**config.mk**
```make
export PLATFORM = sky130hd
export DESIGN_NAME = sack_receiver_block_list_top
export DESIGN_NICKNAME = d
export VERILOG_FILES = /design/src/design/srbl_pkg.sv /design/src/design/srbl_datapath.sv /design/src/design/srbl_ctrl.sv /design/src/design/sack_receiver_block_list_top.sv
export SDC_FILE = /design/constraint.sdc
export NUM_CORES = 1
export LEC_CHECK = 0
export BUFFER_PORTS_ARGS = -buffer_cell sky130_fd_sc_hd__buf_2
export CAP_MARGIN = 15
export CORE_MARGIN = 2
export CORE_UTILIZATION = 60
export CTS_BUF_LIST = sky130_fd_sc_hd__clkbuf_16
export DETAILED_ROUTE_END_ITERATION = 6
export GPL_TIMING_DRIVEN = 0
export MAX_ROUTING_LAYER = met4
export PLACE_DENSITY = 0.78
export SLEW_MARGIN = 20
export SYNTH_ARGS = -nofsm -noshare
export SYNTH_HDL_FRONTEND = slang
export SYNTH_SLANG_ARGS = --single-unit
```
**constraint.sdc**
```tcl
create_clock -name clock -period 15 [get_ports clock]
set_clock_uncertainty 0.05 [all_clocks]
set_input_delay 2.25 -clock clock [delete_from_list [all_inputs] [get_ports clock]]
set_output_delay 2.25 -clock clock [all_outputs]
set_load 0.005 [all_outputs]
```
**src/design/srbl_pkg.sv**
```systemverilog
// ----------------------------------------------------------------------------
// srbl_pkg
// Shared types, constants and sequence-compare helpers for the SACK receiver
// block list.
// ----------------------------------------------------------------------------
package srbl_pkg;

   localparam int MAX_BLOCKS = 4;
   localparam int IDX_W      = (MAX_BLOCKS > 1) ? $clog2(MAX_BLOCKS) : 1;
   localparam int CNT_W      = $clog2(MAX_BLOCKS + 1);
   localparam int SEQ_W      = 32;
   localparam int RSP_CNT_W  = 3;

   localparam logic OP_ADD   = 1'b0;
   localparam logic OP_PURGE = 1'b1;

   typedef struct packed {
      logic             op;
      logic [SEQ_W-1:0] cum_ack;
      logic [SEQ_W-1:0] range_start;
      logic [SEQ_W-1:0] range_end;
   } req_type;

   typedef struct packed {
      logic [SEQ_W-1:0]     block_start;
      logic [SEQ_W-1:0]     block_end;
      logic [RSP_CNT_W-1:0] block_count;
      logic                 block_valid;
      logic                 last_block;
   } rsp_type;

   // Commands from the controller to the datapath.
   typedef struct packed {
      logic load;
      logic scan_step;
      logic commit;
      logic emit;
      logic clr_idx;
   } cmd_type;

   // Status from the datapath to the controller.
   typedef struct packed {
      logic skip;
      logic scan_done;
      logic emit_last;
   } status_type;

   // Modular compare: a is before b when the difference is negative.
   function automatic logic seq_lt(input logic [SEQ_W-1:0] a, input logic [SEQ_W-1:0] b);
      logic [SEQ_W-1:0] diff;
      diff = a - b;
      return diff[SEQ_W-1];
   endfunction

   function automatic logic seq_leq(input logic [SEQ_W-1:0] a, input logic [SEQ_W-1:0] b);
      return (a == b) || seq_lt(a, b);
   endfunction

endpackage

```
**src/design/srbl_datapath.sv**
```systemverilog
// ----------------------------------------------------------------------------
// srbl_datapath
// Block storage, the per-entry merge and trim logic, the kept-block buffer
// and the registered result port.
// ----------------------------------------------------------------------------
module srbl_datapath (
   input  logic                 clock,
   input  logic                 reset,
   input  srbl_pkg::req_type    req_data,
   input  srbl_pkg::cmd_type    cmd,
   output srbl_pkg::status_type status,
   output srbl_pkg::rsp_type    rsp_data,
   output logic                 rsp_strobe
);

   logic                          op_ff, op_in;
   logic [srbl_pkg::SEQ_W-1:0]    ack_ff, ack_in;
   logic [srbl_pkg::SEQ_W-1:0]    s_ff, s_in;
   logic [srbl_pkg::SEQ_W-1:0]    e_ff, e_in;
   logic                          skip_ff, skip_in;
   logic [srbl_pkg::CNT_W-1:0]    idx_ff, idx_in;
   logic [srbl_pkg::CNT_W-1:0]    kcnt_ff, kcnt_in;
   logic [srbl_pkg::CNT_W-1:0]    held_count_ff, held_count_in;
   logic [srbl_pkg::SEQ_W-1:0]    held_start_ff [srbl_pkg::MAX_BLOCKS];
   logic [srbl_pkg::SEQ_W-1:0]    held_start_in [srbl_pkg::MAX_BLOCKS];
   logic [srbl_pkg::SEQ_W-1:0]    held_end_ff   [srbl_pkg::MAX_BLOCKS];
   logic [srbl_pkg::SEQ_W-1:0]    held_end_in   [srbl_pkg::MAX_BLOCKS];
   logic [srbl_pkg::SEQ_W-1:0]    kept_start_ff [srbl_pkg::MAX_BLOCKS];
   logic [srbl_pkg::SEQ_W-1:0]    kept_start_in [srbl_pkg::MAX_BLOCKS];
   logic [srbl_pkg::SEQ_W-1:0]    kept_end_ff   [srbl_pkg::MAX_BLOCKS];
   logic [srbl_pkg::SEQ_W-1:0]    kept_end_in   [srbl_pkg::MAX_BLOCKS];
   srbl_pkg::rsp_type             rsp_ff, rsp_in;
   logic                          rsp_strobe_ff, rsp_strobe_in;

   logic [srbl_pkg::IDX_W-1:0]    rd_idx;
   logic [srbl_pkg::IDX_W-1:0]    kept_idx;
   logic [srbl_pkg::SEQ_W-1:0]    bs, be;
   logic [srbl_pkg::SEQ_W-1:0]    req_s_clamp;
   logic                          req_skip;
   logic                          drop, merge;
   logic                          emit_last;
   logic [srbl_pkg::CNT_W-1:0]    idx_next;

   assign rd_idx   = idx_ff[srbl_pkg::IDX_W-1:0];
   assign kept_idx = kcnt_ff[srbl_pkg::IDX_W-1:0];
   assign bs       = held_start_ff[rd_idx];
   assign be       = held_end_ff[rd_idx];
   assign idx_next = idx_ff + srbl_pkg::CNT_W'(1);

   // Clamp the range start to the ack; an empty or fully acked add range is a no-op.
   assign req_s_clamp = srbl_pkg::seq_lt(req_data.range_start, req_data.cum_ack) ?
                        req_data.cum_ack : req_data.range_start;
   assign req_skip    = (req_data.op == srbl_pkg::OP_ADD) &&
                        (srbl_pkg::seq_leq(req_data.range_end, req_data.cum_ack) ||
                         !srbl_pkg::seq_lt(req_s_clamp, req_data.range_end));

   assign drop  = srbl_pkg::seq_leq(be, ack_ff);
   assign merge = srbl_pkg::seq_leq(s_ff, be) && srbl_pkg::seq_leq(bs, e_ff);

   assign emit_last = (held_count_ff == '0) || (idx_next == held_count_ff);

   assign status.skip      = skip_ff;
   assign status.scan_done = (idx_ff == held_count_ff);
   assign status.emit_last = emit_last;

   always_comb begin
      op_in         = op_ff;
      ack_in        = ack_ff;
      s_in          = s_ff;
      e_in          = e_ff;
      skip_in       = skip_ff;
      idx_in        = idx_ff;
      kcnt_in       = kcnt_ff;
      held_count_in = held_count_ff;
      held_start_in = held_start_ff;
      held_end_in   = held_end_ff;
      kept_start_in = kept_start_ff;
      kept_end_in   = kept_end_ff;
      rsp_in        = rsp_ff;
      rsp_strobe_in = 1'b0;

      if (cmd.load) begin
         op_in   = req_data.op;
         ack_in  = req_data.cum_ack;
         s_in    = req_s_clamp;
         e_in    = req_data.range_end;
         skip_in = req_skip;
         idx_in  = '0;
         kcnt_in = '0;
      end

      if (cmd.scan_step) begin
         idx_in = idx_next;
         if (!drop) begin
            if (op_ff == srbl_pkg::OP_ADD && merge) begin
               s_in = srbl_pkg::seq_lt(bs, s_ff) ? bs : s_ff;
               e_in = srbl_pkg::seq_lt(e_ff, be) ? be : e_ff;
            end else begin
               // A purge trims the left edge; an add keeps the block as it is.
               kept_start_in[kept_idx] = (op_ff == srbl_pkg::OP_PURGE &&
                                          srbl_pkg::seq_lt(bs, ack_ff)) ? ack_ff : bs;
               kept_end_in[kept_idx]   = be;
               kcnt_in                 = kcnt_ff + srbl_pkg::CNT_W'(1);
            end
         end
      end

      if (cmd.commit) begin
         if (op_ff == srbl_pkg::OP_ADD) begin
            held_start_in[0] = s_ff;
            held_end_in[0]   = e_ff;
            for (int k = 0; k < srbl_pkg::MAX_BLOCKS - 1; k++) begin
               held_start_in[k+1] = kept_start_ff[k];
               held_end_in[k+1]   = kept_end_ff[k];
            end
            held_count_in = (kcnt_ff >= srbl_pkg::CNT_W'(srbl_pkg::MAX_BLOCKS - 1)) ?
                            srbl_pkg::CNT_W'(srbl_pkg::MAX_BLOCKS) :
                            kcnt_ff + srbl_pkg::CNT_W'(1);
         end else begin
            held_start_in = kept_start_ff;
            held_end_in   = kept_end_ff;
            held_count_in = kcnt_ff;
         end
      end

      if (cmd.clr_idx) begin
         idx_in = '0;
      end

      if (cmd.emit) begin
         idx_in        = idx_next;
         rsp_strobe_in = 1'b1;
         if (held_count_ff == '0) begin
            rsp_in.block_start = '0;
            rsp_in.block_end   = '0;
            rsp_in.block_count = '0;
            rsp_in.block_valid = 1'b0;
            rsp_in.last_block  = 1'b1;
         end else begin
            rsp_in.block_start = bs;
            rsp_in.block_end   = be;
            rsp_in.block_count = held_count_ff[srbl_pkg::RSP_CNT_W-1:0];
            rsp_in.block_valid = 1'b1;
            rsp_in.last_block  = emit_last;
         end
      end
   end

   always_ff @(posedge clock) begin
      if (reset) begin
         idx_ff        <= '0;
         kcnt_ff       <= '0;
         held_count_ff <= '0;
         skip_ff       <= 1'b0;
         rsp_strobe_ff <= 1'b0;
      end else begin
         idx_ff        <= idx_in;
         kcnt_ff       <= kcnt_in;
         held_count_ff <= held_count_in;
         skip_ff       <= skip_in;
         rsp_strobe_ff <= rsp_strobe_in;
      end
   end

   always_ff @(posedge clock) begin
      op_ff         <= op_in;
      ack_ff        <= ack_in;
      s_ff          <= s_in;
      e_ff          <= e_in;
      held_start_ff <= held_start_in;
      held_end_ff   <= held_end_in;
      kept_start_ff <= kept_start_in;
      kept_end_ff   <= kept_end_in;
      rsp_ff        <= rsp_in;
   end

   assign rsp_data   = rsp_ff;
   assign rsp_strobe = rsp_strobe_ff;

   a_count_bound: assert property (@(posedge clock) disable iff (reset)
      held_count_ff <= srbl_pkg::CNT_W'(srbl_pkg::MAX_BLOCKS))
      else $error("held block count exceeds capacity");

   a_empty_result: assert property (@(posedge clock) disable iff (reset)
      (rsp_strobe && !rsp_data.block_valid) |->
         (rsp_data.last_block && rsp_data.block_count == '0))
      else $error("empty-list result is not a lone final item");

   a_add_nonempty: assert property (@(posedge clock) disable iff (reset)
      (cmd.commit && op_ff == srbl_pkg::OP_ADD) |=> (held_count_ff != '0))
      else $error("an add left the list empty");

endmodule

```
**src/design/srbl_ctrl.sv**
```systemverilog
// ----------------------------------------------------------------------------
// srbl_ctrl
// Sequencer for one item: scan the stored blocks, commit the new list (an add
// that changes nothing skips both) and report it one block per cycle.
// ----------------------------------------------------------------------------
module srbl_ctrl (
   input  logic                 clock,
   input  logic                 reset,
   input  logic                 start,
   input  srbl_pkg::status_type status,
   output srbl_pkg::cmd_type    cmd,
   output logic                 busy
);

   localparam logic [1:0] ST_IDLE   = 2'd0;
   localparam logic [1:0] ST_SCAN   = 2'd1;
   localparam logic [1:0] ST_COMMIT = 2'd2;
   localparam logic [1:0] ST_EMIT   = 2'd3;

   logic [1:0] state_ff, state_in;

   always_comb begin
      state_in = state_ff;
      cmd      = '0;
      unique case (state_ff)
         ST_IDLE: begin
            if (start) begin
               cmd.load = 1'b1;
               state_in = ST_SCAN;
            end
         end
         ST_SCAN: begin
            // A no-op add leaves the list alone and goes straight to reporting.
            if (status.skip) begin
               cmd.clr_idx = 1'b1;
               state_in    = ST_EMIT;
            end else if (status.scan_done) begin
               state_in = ST_COMMIT;
            end else begin
               cmd.scan_step = 1'b1;
            end
         end
         ST_COMMIT: begin
            cmd.commit  = 1'b1;
            cmd.clr_idx = 1'b1;
            state_in    = ST_EMIT;
         end
         ST_EMIT: begin
            cmd.emit = 1'b1;
            if (status.emit_last) begin
               state_in = ST_IDLE;
            end
         end
         default: begin
            state_in = ST_IDLE;
         end
      endcase
   end

   always_ff @(posedge clock) begin
      if (reset) begin
         state_ff <= ST_IDLE;
      end else begin
         state_ff <= state_in;
      end
   end

   assign busy = (state_ff != ST_IDLE);

   a_accept_busy: assert property (@(posedge clock) disable iff (reset)
      (start && !busy) |=> (busy && state_ff == ST_SCAN))
      else $error("accepted item did not start a scan");

   a_commit_emit: assert property (@(posedge clock) disable iff (reset)
      (state_ff == ST_COMMIT) |=> (state_ff == ST_EMIT))
      else $error("commit not followed by reporting");

endmodule

```
**src/design/sack_receiver_block_list_top.sv**
```systemverilog
// ----------------------------------------------------------------------------
// sack_receiver_block_list_top
// SACK receiver block list: keeps up to MAX_BLOCKS out-of-order ranges, most
// recent first, and reports the whole list after every item.
// ----------------------------------------------------------------------------
// Usage:
//   An item (op, cum_ack, range_start, range_end on req_data) is accepted at
//   a clock edge where start is high and busy is low. An add merges the
//   clamped range into a new head; a purge drops or trims acked blocks.
//   Results leave on rsp_data, one block per cycle head first, each marked
//   by a one-cycle rsp_strobe; the last carries last_block. An empty list
//   gives one result with block_valid low. The receiver cannot stall.
// Sequence:
//   The scan reads the stored blocks one entry at a time; once it is done
//   the new list is committed and then reported. An add that changes
//   nothing reads no stored entry and skips the commit. The result port is
//   registered; the next item may be accepted once busy drops, while the
//   last result is still on the port.
// Reset:
//   Synchronous reset empties the list and returns the sequencer to idle.
// ----------------------------------------------------------------------------
module sack_receiver_block_list_top (
   input  logic              clock,
   input  logic              reset,
   input  logic              start,
   output logic              busy,
   input  srbl_pkg::req_type req_data,
   output srbl_pkg::rsp_type rsp_data,
   output logic              rsp_strobe
);

   srbl_pkg::cmd_type    cmd;
   srbl_pkg::status_type status;

   srbl_ctrl u_ctrl (
      .clock  (clock),
      .reset  (reset),
      .start  (start),
      .status (status),
      .cmd    (cmd),
      .busy   (busy)
   );

   srbl_datapath u_datapath (
      .clock      (clock),
      .reset      (reset),
      .req_data   (req_data),
      .cmd        (cmd),
      .status     (status),
      .rsp_data   (rsp_data),
      .rsp_strobe (rsp_strobe)
   );

endmodule
```
==> flow_metrics.tcl <==
set metrics [dict create \
    synthAdderAreaFrac_pct 10.2 \
    dp_hpwl_mm 72.5 \
    yosys_warnings 0 \
    grt_antenna_before_repair 2 \
    num-fill-cells 3924 \
    cts_tree "built" \
    num_io_pins 171 \
    final_layout_size_suffix_gt1_share_pct 24.3 \
    rows 88 \
    finalCritPeriodShare_pct 50.7 \
    slew_viol_final 0 \
    routedWlPerCell_um 28.2 \
    outcome "finished clean" \
    drt-total-wl_mm 99.6 \
    tns_ps 0 \
    synth_edf_count 678 \
    synth_ff_type "edfxtp_1" \
    synth_mux_area_share_pct 15.8 \
    yosysSeqAreaShare_pct 58.9 \
    slowest_delay_ps 720 \
    fin_nets 3093 \
    ctsResizeCount 0 \
    setup_viol 0 \
    min_to "u_datapath.held_end_ff[30]" \
    min_from "u_datapath.kept_end_ff[30]" \
    syn_area_mm2 0.0350 \
    crit_chain "buf_2, inv_1, ha_1, nand4_1, nor3_1, a221o_1, or3_1, a21oi_2, xnor2_1, buf_2, mux2_1, ha_1, nand2_1, nor4_1, nand2_1, a211o_1, a211oi_1, o31ai_1" \
    synthCells 2448 \
    hold_path.class "reg -> reg" \
    postCtsSetupBuffers 0 \
    finalHoldViolations 0 \
    syn_avg_cell_area_um2 14.3 \
    rr_worst_depth 16 \
    critPathKind "in -> reg" \
    hold_path_depth 1 \
    cp.required_ps 15430 \
    ff2ff_setup_slack_ps 7450 \
    start_util_pct 60.7 \
    synth.distinct_cells 62 \
    power.total_uw 7630 \
    cellPowerDensity_mw_per_mm2 192 \
    clk_pin_slew_worst_paths_ps 60 \
    reg2reg_to "u_datapath.kept_start_ff[50]" \
    cap_violations 0 \
    htree_levels 3 \
    synth-async-reset-ratio_pct 0 \
    grt_pass1_wl_mm 145 \
    core_area_mm2 0.0577 \
    crit_fanout 10 \
    drc_errors 0 \
    synth-simple-area-share_pct 5.26 \
    drt_first_pass_iters 7 \
    critPathTopFamily "simple AND/OR/NAND/NOR gates" \
    synth_top_family_by_area "multiplexers" \
    cp-start-kind "input pin" \
    cp_slowest_cell "a211oi_1" \
    root_buffer "clkbuf_16" \
    path_buf_inv 3 \
    synthXorXnorAreaFrac_pct 0.400 \
    ant_nets 0 \
    irDropWorstVdd_v 0.000209 \
    area_growth_pct 13.6 \
    vias 22876 \
    grt_max_degree 53 \
    cts_buffer_depth 3 \
    relSlewSlack_pct 22.1 \
    r2r-start "u_datapath.idx_ff[0]" \
    overflow 0 \
    chipHeight_um 246 \
    die_area_mm2 0.0603 \
    viasPerCell 6.48 \
    grt_pass1_vias 22902 \
    grt_usage_pct 34.3 \
    insertion_delay_ps 630 \
    die_x_um 246 \
    cp.arrival_ps 8040 \
    synth_nets 2833 \
    dr.first_iter.drc_count 2804 \
    numPortBuffers 169 \
    rsz0062_at_grt "no" \
    power_leakage_uw 0.0155 \
    tightest_slew_ps 1170 \
    end_kind "flip-flop" \
    place_congestion 0.931 \
    fin_crit_ps 7610 \
    cts_made_buffers 73 \
    max_freq_mhz 131 \
    cts_sinks 691 \
    ys_ff_latch 691 \
    ctsHoldBuffers 0 \
    synth_compound_area_share_pct 6.19 \
]
## cell type report
class                      instances  area [um2]  share of cell area (%)
antenna                            2        5.00                  0.0126
tap                              765         957                    2.41
buffer                            90         407                    1.02
timing repair buffer             185        1230                    3.10
clock inverter                    57         661                    1.66
clock buffer                      73        1830                    4.59
inverter                         204         766                    1.92
sequential                       691       20600                    51.8
multi-input combinational       1463       13300                    33.5
## power breakdown
group	internal, uW	switching, uW
clock network	1120	763
logic	1080	1780
registers	2720	168
total	4920	2710
## how the worst max path moves through the flow
stage                                    start                            to  slack [ps]  depth (start not counted)
after floorplan             u_ctrl.state_ff[0]          u_datapath.idx_ff[1]        7490                          7
after global placement    u_datapath.idx_ff[0]  u_datapath.kept_start_ff[40]        4910                         15
after detailed placement          req_data[94]            u_datapath.skip_ff        6840                         18
after CTS                 u_datapath.idx_ff[0]  u_datapath.kept_start_ff[50]        7370                         16
after global routing              req_data[94]            u_datapath.skip_ff        7210                         18
final                             req_data[94]            u_datapath.skip_ff        7390                         18
## stage by stage
stage | utilization, % | setup slack (ps) | instance area [um2] | cells | hold WS (ps)
2_1_floorplan | - | 7490 | 35000 | 2448 | 424
3_3_place_gp | 63.8 | 4910 | 36800 | 3382 | 463
3_5_place_dp | 64.6 | 6840 | 37300 | 3398 | 479
4_1_cts | 68.9 | 7370 | 39800 | 3528 | 486
5_1_grt | 69.0 | 7210 | 39800 | 3529 | 503
6_report | 69.0 | 7390 | 39800 | 3530 | 494
## layer usage
metal | vias up | part of all wire (%) | GRT usage [%]
li1 | 9855 | - | -
met1 | 11476 | 40 | 46.7
met2 | 1306 | 46 | 51.2
met3 | 239 | 10 | 5.88
met4 | 0 | 4.5 | 14.6
met5 | - | 0 | -
## logic make-up after synthesis
| kind of cell | Yosys count |
|---|---|
| AOI/OAI and AO/OA | 356 |
| xor gates and xnor gates | 16 |
| adders and majority gates | 285 |
| buffers and inverters | 294 |
| DFF | 691 |
| muxes | 426 |
| and+or+nand+nor | 380 |
## cells in the mapped netlist (all sizes together) (2+ instances only)
library cell	number	area [um2]
o21ai	143	716
mux2	292	3400
a22oi	2	15.0
and3	7	43.8
o21a	14	105
o211ai	14	110
nor2	70	263
xor2	7	61.3
a311oi	2	17.5
nand2b	7	43.8
a221o	2	20.0
o22ai	2	12.5
a211oi	16	120
mux4	63	1420
a2111oi	5	43.8
xnor2	9	78.8
a31oi	7	43.8
nand3	22	110
a221oi	2	17.5
or3	6	37.5
o41ai	2	17.5
nand2	137	517
and4	4	35.0
ha	285	3570
and4b	2	20.0
buf	33	183
a21o	54	405
dfxtp	13	260
mux2i	71	711
and2	38	238
a21oi	73	369
nor4	5	31.3
nand4	42	263
a211o	4	35.0
edfxtp	678	20400
o31ai	5	37.5
o2111ai	3	26.3
clkbuf	57	214
inv	204	766
nor2b	16	100
nor3	17	85.1
or2	2	12.5
## cells in the final DEF (no fill, tap or decap), types with 14 or more instances in the layout
master / n
nand2_1: 136
mux2_4: 29
inv_1: 217
mux2_1: 18
nor3_1: 15
a211oi_1: 16
nor2_1: 70
a21o_1: 54
mux4_2: 63
nor2b_1: 16
o21ai_0: 139
a21oi_1: 72
ha_1: 283
buf_2: 181
mux2_2: 245
mux2i_1: 71
clkbuf_16: 73
nand3_1: 22
o21a_1: 14
clkbuf_1: 56
nand4_1: 42
edfxtp_1: 678
and2_1: 34
## registers in the layout, indices dropped and copies added, names as in the netlist
| signal | count |
|---|---|
| u_datapath.held_end_ff | 128 |
| u_datapath.held_start_ff | 128 |
| u_datapath.kept_end_ff | 128 |
| u_datapath.kept_start_ff | 128 |
| u_datapath.rsp_data | 69 |
| u_datapath.ack_ff | 32 |
| u_datapath.e_ff | 32 |
| u_datapath.s_ff | 32 |
| u_datapath.held_count_ff | 3 |
| u_datapath.idx_ff | 3 |
| u_datapath.kcnt_ff | 3 |
| u_ctrl.state_ff | 2 |
| u_datapath.op_ff | 1 |
| u_datapath.rsp_strobe | 1 |
| u_datapath.skip_ff | 1 |
No activity file was read; power rests on OpenSTA's default activity.
